**config.mk**
```make
export PLATFORM = sky130hd
export DESIGN_NAME = lsacm_front_flat
export DESIGN_NICKNAME = d
export VERILOG_FILES = /design/src/hw/rtl/lsacm_pkg.sv /design/src/hw/rtl/lsacm_if.sv /design/src/hw/rtl/lsacm_front.sv /design/src/flat_wrapper.sv
export SDC_FILE = /design/constraint.sdc
export NUM_CORES = 1
export LEC_CHECK = 0
export BUFFER_PORTS_ARGS = -buffer_cell sky130_fd_sc_hd__buf_2
export CAP_MARGIN = 25
export CORE_MARGIN = 2
export CORE_UTILIZATION = 53
export CTS_CLUSTER_SIZE = 8
export DETAILED_ROUTE_END_ITERATION = 10
export PLACE_DENSITY_LB_ADDON = 0.05
export SLEW_MARGIN = 15
export SYNTH_ARGS = -nofsm -noshare
export SYNTH_HDL_FRONTEND = slang
export SYNTH_SLANG_ARGS = --single-unit
```
**constraint.sdc**
```tcl
create_clock -name clk -period 2.45 [get_ports clk]
set_input_delay 0.49 -clock clk [delete_from_list [all_inputs] [get_ports clk]]
set_output_delay 0.49 -clock clk [all_outputs]
set_load 0.05 [all_outputs]
```
**src/hw/rtl/lsacm_pkg.sv**
```systemverilog
`default_nettype none
package lsacm_pkg;
	localparam int MAX_SET_BITS_DEF = 6;
	localparam int WAY_SLOTS = 8;
	localparam int WAY_W = 3;
	localparam int RANK_W = 3;
	localparam logic [RANK_W-1:0] RANK_MAX = 3'd7;

	typedef enum logic [1:0] {
		FUNC_LOAD   = 2'd0,
		FUNC_STORE  = 2'd1,
		FUNC_MODIFY = 2'd2,
		FUNC_IGNORE = 2'd3
	} func_t;

	localparam logic [1:0] CFG_SET_BITS = 2'd0;
	localparam logic [1:0] CFG_OFFSET_BITS = 2'd1;
	localparam logic [1:0] CFG_WAYS = 2'd2;

	typedef struct packed {
		logic [1:0]  step_hits;
		logic        step_miss;
		logic        step_eviction;
		logic [31:0] total_hits;
		logic [31:0] total_misses;
		logic [31:0] total_evictions;
	} result_t;

	function automatic logic [31:0] sat_inc(input logic [31:0] v);
		sat_inc = (v == 32'hFFFF_FFFF) ? v : v + 32'd1;
	endfunction
endpackage
`default_nettype wire

```
**src/hw/rtl/lsacm_if.sv**
```systemverilog
`default_nettype none
interface lsacm_req_if;
	logic        valid;
	logic        ready;
	logic [1:0]  func;
	logic [31:0] address;
	modport source (output valid, output func, output address, input ready);
	modport sink (input valid, input func, input address, output ready);
endinterface

`default_nettype wire

```
**src/hw/rtl/lsacm_front.sv**
```systemverilog
`default_nettype none
// decodes the request into set, tag and access count; two-entry queue to the back
module lsacm_front #(
	parameter int MAX_SET_BITS = lsacm_pkg::MAX_SET_BITS_DEF,
	parameter int SET_W = (MAX_SET_BITS < 1) ? 1 : MAX_SET_BITS
) (
	input  wire logic             clk,
	input  wire logic             arst_n,
	lsacm_req_if.sink             req,
	input  wire logic [2:0]       set_index_bits,
	input  wire logic [4:0]       offset_bits,
	output logic                  q_valid,
	input  wire logic             q_pop,
	output logic [SET_W-1:0]      q_set,
	output logic [31:0]           q_tag,
	output logic [1:0]            q_n
);
	import lsacm_pkg::*;

	logic [SET_W-1:0] set_q [2];
	logic [31:0]      tag_q [2];
	logic [1:0]       n_q [2];
	logic             rd_q, wr_q;
	logic [1:0]       cnt_q;
	logic [5:0]       sb, shift;
	logic [31:0]      shifted, set_full, tag_d;
	logic [1:0]       n_d;

	always_comb begin
		sb = (int'(set_index_bits) > MAX_SET_BITS) ? 6'(MAX_SET_BITS) : {3'd0, set_index_bits};
		shifted = req.address >> offset_bits;
		set_full = shifted & ((32'd1 << sb) - 32'd1);
		shift = sb + {1'b0, offset_bits};
		tag_d = (shift >= 6'd32) ? 32'd0 : (req.address >> shift);
		case (req.func)
			FUNC_MODIFY: n_d = 2'd2;
			FUNC_IGNORE: n_d = 2'd0;
			default:     n_d = 2'd1;
		endcase
	end

	assign req.ready = (cnt_q != 2'd2);
	assign q_valid = (cnt_q != 2'd0);
	assign q_set = set_q[rd_q];
	assign q_tag = tag_q[rd_q];
	assign q_n = n_q[rd_q];

	always_ff @(posedge clk) begin
		if (req.valid && req.ready) begin
			set_q[wr_q] <= set_full[SET_W-1:0];
			tag_q[wr_q] <= tag_d;
			n_q[wr_q] <= n_d;
		end
	end

	always_ff @(posedge clk or negedge arst_n) begin
		if (!arst_n) begin
			rd_q <= 1'b0;
			wr_q <= 1'b0;
			cnt_q <= 2'd0;
		end else begin
			if (req.valid && req.ready) wr_q <= ~wr_q;
			if (q_pop) rd_q <= ~rd_q;
			cnt_q <= cnt_q + 2'(req.valid && req.ready) - 2'(q_pop);
		end
	end
endmodule
`default_nettype wire

```
**src/flat_wrapper.sv**
```systemverilog
// flat-port wrapper written by rule: the top's interface ports become plain ports
module lsacm_front_flat import lsacm_pkg::*;
#(
	parameter int MAX_SET_BITS = lsacm_pkg::MAX_SET_BITS_DEF,
	parameter int SET_W = (MAX_SET_BITS < 1) ? 1 : MAX_SET_BITS
)
  (clk, arst_n, set_index_bits, offset_bits, q_valid, q_pop, q_set, q_tag, q_n, req_valid, req_func, req_address, req_ready);
  lsacm_req_if req_i ();
  input  wire logic clk;
  input  wire logic arst_n;
  input  wire logic [2:0] set_index_bits;
  input  wire logic [4:0] offset_bits;
  output logic q_valid;
  input  wire logic q_pop;
  output logic [SET_W-1:0] q_set;
  output logic [31:0] q_tag;
  output logic [1:0] q_n;
  input wire logic [$bits(req_i.valid)-1:0] req_valid;
  input wire logic [$bits(req_i.func)-1:0] req_func;
  input wire logic [$bits(req_i.address)-1:0] req_address;
  output wire logic [$bits(req_i.ready)-1:0] req_ready;
  assign req_i.valid = req_valid;
  assign req_i.func = req_func;
  assign req_i.address = req_address;
  assign req_ready = req_i.ready;
  lsacm_front #(.MAX_SET_BITS(MAX_SET_BITS), .SET_W(SET_W)) u_core (.clk(clk), .arst_n(arst_n), .req(req_i), .set_index_bits(set_index_bits), .offset_bits(offset_bits), .q_valid(q_valid), .q_pop(q_pop), .q_set(q_set), .q_tag(q_tag), .q_n(q_n));
endmodule
```
# Word level (Yosys, flattened, before mapping)
# Memories as Yosys holds them, arrays and structs flattened.
# Index checks and enable logic that the tools add are counted.
[classes] addsub=4 n_mul=0 n_div=0 magnitude_cmp=2 eq_ne=3 shift=3 mux=5 bitwise=3 reduce_logical=2
[ops] cell="$mux W32" count=1
[ops] cell="$shr A32 B5 Y6" count=1
[ops] cell="$shr A32 B6 Y32" count=1
[ops] cell="$add A6 B5 Y6" count=1
[ops] cell="$and A6 B6 Y6" count=1
[ops] cell="$ge A6 B6 Y1 const B" count=1
[ops] cell="$shl A1 B6 Y6 const A" count=1
[ops] cell="$sub A6 B1 Y6 const B" count=1
[ops] cell="$eq A2 B2 Y1 const B" count=2
[ops] cell="$pmux W2 S2" count=1
[ops] cell="$gt A3 B3 Y1 const B" count=1
[ops] cell="$mux W3" count=1
[ops] cell="$add A2 B1 Y2" count=1
[ops] cell="$mux W1" count=2
[ops] cell="$ne A2 B2 Y1 const B" count=1
[ops] cell="$not A1 Y1" count=2
[ops] cell="$reduce_bool A2 Y1" count=1
[ops] cell="$sub A2 B1 Y2" count=1
[ops] cell="$logic_and A1 B1 Y1" count=1
[totals] ff_bits=4 latch_bits=0 ram_bits=80 romBits=0 input_bits=46 output_inout_bits=42 memories=3
[mem_list] memory="u_core.tag_q" depth=2 word_bits=32 rd=1 rd_clocked_by_memory_dff=0 write_ports=1 line_no="lsacm_front.sv:21" source="logic [31:0] tag_q [2];"
[mem_list] memory="u_core.set_q" depth=2 word_bits=6 rd=1 rd_clocked_by_memory_dff=0 write_ports=1 line_no="lsacm_front.sv:20" source="logic [SET_W-1:0] set_q [2];"
[mem_list] memory="u_core.n_q" depth=2 word_bits=2 rd=1 rd_clocked_by_memory_dff=0 write_ports=1 line_no="lsacm_front.sv:22" source="logic [1:0] n_q [2];"

# Depth between registers and ports, before layout
[depth] ltp_word=5 depth_mapped=11

# Worst setup path after synthesis
# Ideal clock, no wire load.
[synth_timing] path_type="register to register" from="register u_core.cnt_q[1]" to="memory u_core.n_q[0][0], enable pin" arrival_ns=2.655 t_required_ns=2.013 path_slack_ns=-0.642 stages_incl_launch_ff=4 n_path_buf=0 synth_period_minus_slack_ns=3.092 cell_sequence="dfrtp_1 > nand2_1 > nand2_1 > nor2_1"
[synth_between] elab_chain_len=4
[synth_rtl] element="start: declaration" line_no="lsacm_front.sv:24" source="logic [1:0] cnt_q;"
[synth_rtl] element="start signal: assignment" line_no="lsacm_front.sv:64" source="cnt_q <= cnt_q + 2'(req.valid && req.ready) - 2'(q_pop);"
[synth_rtl] element="$ne A2 B2 Y1" line_no="lsacm_front.sv:42" source="assign req.ready = (cnt_q != 2'd2);"
[synth_rtl] element="via req_ready" line_no="flat_wrapper.sv:21" source="output wire logic [$bits(req_i.ready)-1:0] req_ready;"
[synth_rtl] element="$logic_and A1 B1 Y1" line_no="lsacm_front.sv:49" source="if (req.valid && req.ready) begin"
[synth_rtl] element="$mux W1" line_no="lsacm_front.sv:49"
[synth_rtl] element="$mux W1 (not written as such)" line_no="lsacm_front.sv:52" source="n_q[wr_q] <= n_d;"
[synth_rtl] element="end: declaration" line_no="lsacm_front.sv:22"
# The timed path passes the listed nets, and every way through them passes these cells.

# Final worst setup path
[layout_timing] from="input port set_index_bits[1]" to="memory u_core.tag_q[1][7], data pin"
[layout_between] elab_chain_len=5 word_cells_on_any_way=6 cone_classes="1 x add/sub; 2 x order compare; 1 x shift; 2 x mux"
[layout_rtl] element="start: declaration" line_no="flat_wrapper.sv:11" source="input wire logic [2:0] set_index_bits;"
[layout_rtl] element="$gt A3 B3 Y1" line_no="lsacm_front.sv:30" source="sb = (int'(set_index_bits) > MAX_SET_BITS) ? 6'(MAX_SET_BITS) : {3'd0, set_index_bits};"
[layout_rtl] element="$mux W3 *" line_no="lsacm_front.sv:30"
[layout_rtl] element="$add A6 B5 Y6 *" line_no="lsacm_front.sv:33" source="shift = sb + {1'b0, offset_bits};"
[layout_rtl] element="$shr A32 B6 Y32 / $ge A6 B6 Y1 (equally long branches)" line_no="lsacm_front.sv:34" source="tag_d = (shift >= 6'd32) ? 32'd0 : (req.address >> shift);"
[layout_rtl] element="$mux W32 *" line_no="lsacm_front.sv:34"
[layout_rtl] element="via u_core.tag_d[7]" line_no="lsacm_front.sv:26" source="logic [31:0] shifted, set_full, tag_d;"
[layout_rtl] element="end: declaration" line_no="lsacm_front.sv:21"
# The timed path passes the listed nets; every way through them passes the cells marked *.

==> metrics.md <==
| Metric | Value |
|---|---|
| TritonCTS Buffers | `9` |
| Max Clock Freq | `375 MHz` |
| Startpoint types | `input pin` |
| CTS tree | `built` |
| Psw | `0.00347 W` |
| CP max stage delay | `0.41 ns` |
| Nets@finish | `744` |
| Fin. max-slew vios | `0` |
| Endpoints failing setup | `48` |
| Vias in the first global route | `5217` |
| Hpwl dp | `12.2 mm` |
| Critical Path RT | `2.54 ns` |
| Logic pwr share | `57.1%` |
| GRT Util Overall | `27.7%` |
| Yosys warns | `0` |
| Type of the worst setup path | `input pin to flip-flop` |
| CTS Sinks | `84` |
| Largest net degree at the start of global routing | `41` |
| Routed len/inst | `22.0 um` |
| Root buf cell | `clkbuf_16` |
| Initial drt markers | `450` |
| VDD IR-drop max | `0.000821 V` |
| CTS HTree Levels | `3` |
| Outcome | `finished, violations left` |
| Int Pwr | `0.00451 W` |
| Ports | `88` |
| WL final | `18.5 mm` |
| PnR Total Power | `0.00798 W` |
| Net Sw Frac | `43.5%` |
| Slew margin rel. | `62.0%` |
| Least-Margin Pin Slew | `0.555 ns` |
| Yosys reg bits | `84` |
| Skew final | `0.00923 ns` |
| Sequential-to-total area share from yosys stat | `39.5%` |
| Cells after DPL | `795` |
| Setup WS post-layout | `-0.216 ns` |
| Clock buffer depth | `2` |
| Final non-filler cell total | `840` |
| Pre-antenna DRT Iters | `8` |
| Starting Density | `54.9%` |
| Worst hold path type | `input pin to flip-flop` |
| Syn avg cell area | `12.2 um2` |
| Die Wd | `113 um` |
| Syn Nets | `571` |
| Row cnt | `39` |
| Layout cells sized above 1 | `58.2%` |
| Total vias in the final route | `5310` |
| Gr ovfl total | `0` |
| Final setup TNS | `-6.35 ns` |
| Post-DRT Antenna Nets | `0` |
| Crit end category | `flip-flop` |
| Synth Flop Type | `edfxtp_1` |
| First-pass GRT wire length | `27.7 mm` |
| Critical path cell sequence | `buf_8 -> a21boi_4 -> ha_4 -> inv_2 -> fa_2 -> xor2_4 -> buf_6 -> buf_4 -> mux2i_1 -> mux2_4 -> buf_6 -> a2bb2oi_1 -> a21oi_1` |
| Most common cell after layout, fill and taps aside | `buf_4` |
| Area grow syn2layout | `37.1%` |
| # diodes | `0` |
| DRC | `8` |
| DIE HEIGHT | `113 um` |
| Synth cell types | `57` |
| Gpl congestion | `0.898` |
| Clk Latency, worst-skew pair | `0.35 ns` |
| Failing checks | `design-rule violations, negative setup slack` |
| Crit-path slowest cell | `fa_2` |
| Netlist Area Pre-Place | `6330 um2` |
| Final Hold Viols | `0` |
| Final Cycle Share | `109%` |
| Critical Path AT | `2.75 ns` |
| PortBufs | `87` |
| Core ar. | `11500 um2` |
| Clock share of power | `15.6%` |
| Initial antenna violation count | `0` |
| Pwr/cell area | `919 nW/um2` |
| Async S/R FF share, synth | `4.76%` |
| Post-synth EDFFs | `80` |
| Most frequent CP cell | `buf_6` |
| RSZ-0062 raised after global routing | `true` |
| Clock period minus worst slack | `2.67 ns` |
| Leak | `3.43 nW` |
| Via density | `6.32` |
| Sequential Power Share | `27.3%` |
| Most frequent cells in the layout | `buf_4, buf_2, edfxtp_1, mux2_2, mux2i_1` |
| Worst-path clk slew | `0.06 ns` |
| Die Area | `12800 um2` |
| Maximum net fanout on the critical path | `4` |
| Maxcap violations | `0` |
| Syn Inst Count | `519` |
synthesized netlist by cell type (all sizes together), types with 3 or more instances:
cell	instances	share of area [%]
ha	5	0.99
a221oi	4	0.65
o21ai	16	1.3
dfrtp	4	1.6
o211ai	4	0.47
edfxtp	80	38
nor4	3	0.30
nor2b	7	0.69
a211oi	9	1.1
xnor2	3	0.42
and2	6	0.59
o31a	3	0.42
nand2	36	2.1
a21o	3	0.36
nor2	32	1.9
o32ai	6	0.83
mux2i	67	11
mux4	37	13
or2	3	0.30
and3	7	0.69
buf	27	2.8
a21oi	12	0.95
mux2	69	12
clkbuf	13	0.77
a31oi	3	0.30
nand3	12	0.95
nor3	5	0.40
inv	14	0.83
stage by stage:
step                      cell area, um2  setup WS [ns]  util [%]  hold WS [ns]
after floorplan                     6420         -0.397         -         0.194
after global placement              7520         -0.609      65.3         0.298
after detailed placement            7520         -0.658      65.3         0.300
after CTS                           8260         -0.170      71.7         0.331
after global routing                8680         -0.286      75.3         0.334
final                               8680         -0.216      75.3         0.342
cells by family after synthesis:
group | Yosys count | synth area share [%]
mux | 173 | 36.1
compound gates | 82 | 9.27
fa+ha+maj | 6 | 1.31
buf+inv | 55 | 4.49
flops | 84 | 39.5
simple gates | 114 | 8.29
xor+xnor | 5 | 0.989
final timing paths:
check,from,endpoint,slack (ns),cells past startpoint
hold / removal,q_pop,u_core.rd_q,0.34,2
min in group asynchronous,arst_n,u_core.cnt_q[1],0.48,2
max in group asynchronous,arst_n,u_core.rd_q,1.85,2
setup / recovery,set_index_bits[1],u_core.tag_q[1][7],-0.22,13
setup reg to reg,u_core.cnt_q[1],u_core.tag_q[0][0],0.84,4
hold reg to reg,u_core.wr_q,u_core.wr_q,0.55,1
repair_timing:
action | in CTS | in global routing
gates resized for setup | 45 | 72
hold endpoints to repair | 4 | 0
pin swaps | 9 | 19
buffers inserted | 12 | 13
endpoints found under the setup margin | 57 | 64
gates cloned | 4 | 1
hold buffers | 1 | 0
flip-flops by register name, indices dropped and copies added, names as in the netlist:
signal	count
u_core.cnt_q	2
u_core.n_q	4
u_core.rd_q	1
u_core.set_q	12
u_core.tag_q	64
u_core.wr_q	1
power groups by stage:
stage / sequential, W / clock [W] / combinational, W
final: 0.00218 / 0.00125 / 0.00455
after global routing: 0.00221 / 0.00133 / 0.00477
after CTS: 0.00218 / 0.00127 / 0.00425
after detailed placement: 0.00221 / 0 / 0.00397
after global placement: 0.00218 / 0 / 0.00394
after floorplan: 0.00216 / 0 / 0.00299
critical path: cells and delay by family:
kind	cells	cell delay, ns
mux	2	0.44
compound gates	3	0.50
fa+ha+maj	2	0.57
buf+inv	5	0.51
xor+xnor	1	0.24
cell type report:
class,instances,area (um2)
multi-input combinational,380,4050
fill,731,2840
sequential,84,2500
timing repair buffer,202,1610
clock buffer,10,229
tap,143,179
inverter,15,56.3
clock inverter,6,48.8
layer usage:
layer | global-route usage [%] | vias up | part of all wire, %
met2 | 46.4 | 241 | 50
met4 | 8.46 | 0 | 2.3
met3 | 6.59 | 34 | 7.1
met1 | 36.1 | 2652 | 40
li1 | - | 2383 | -
met5 | 0 | - | 0
No activity file was read; power rests on OpenSTA's default activity.
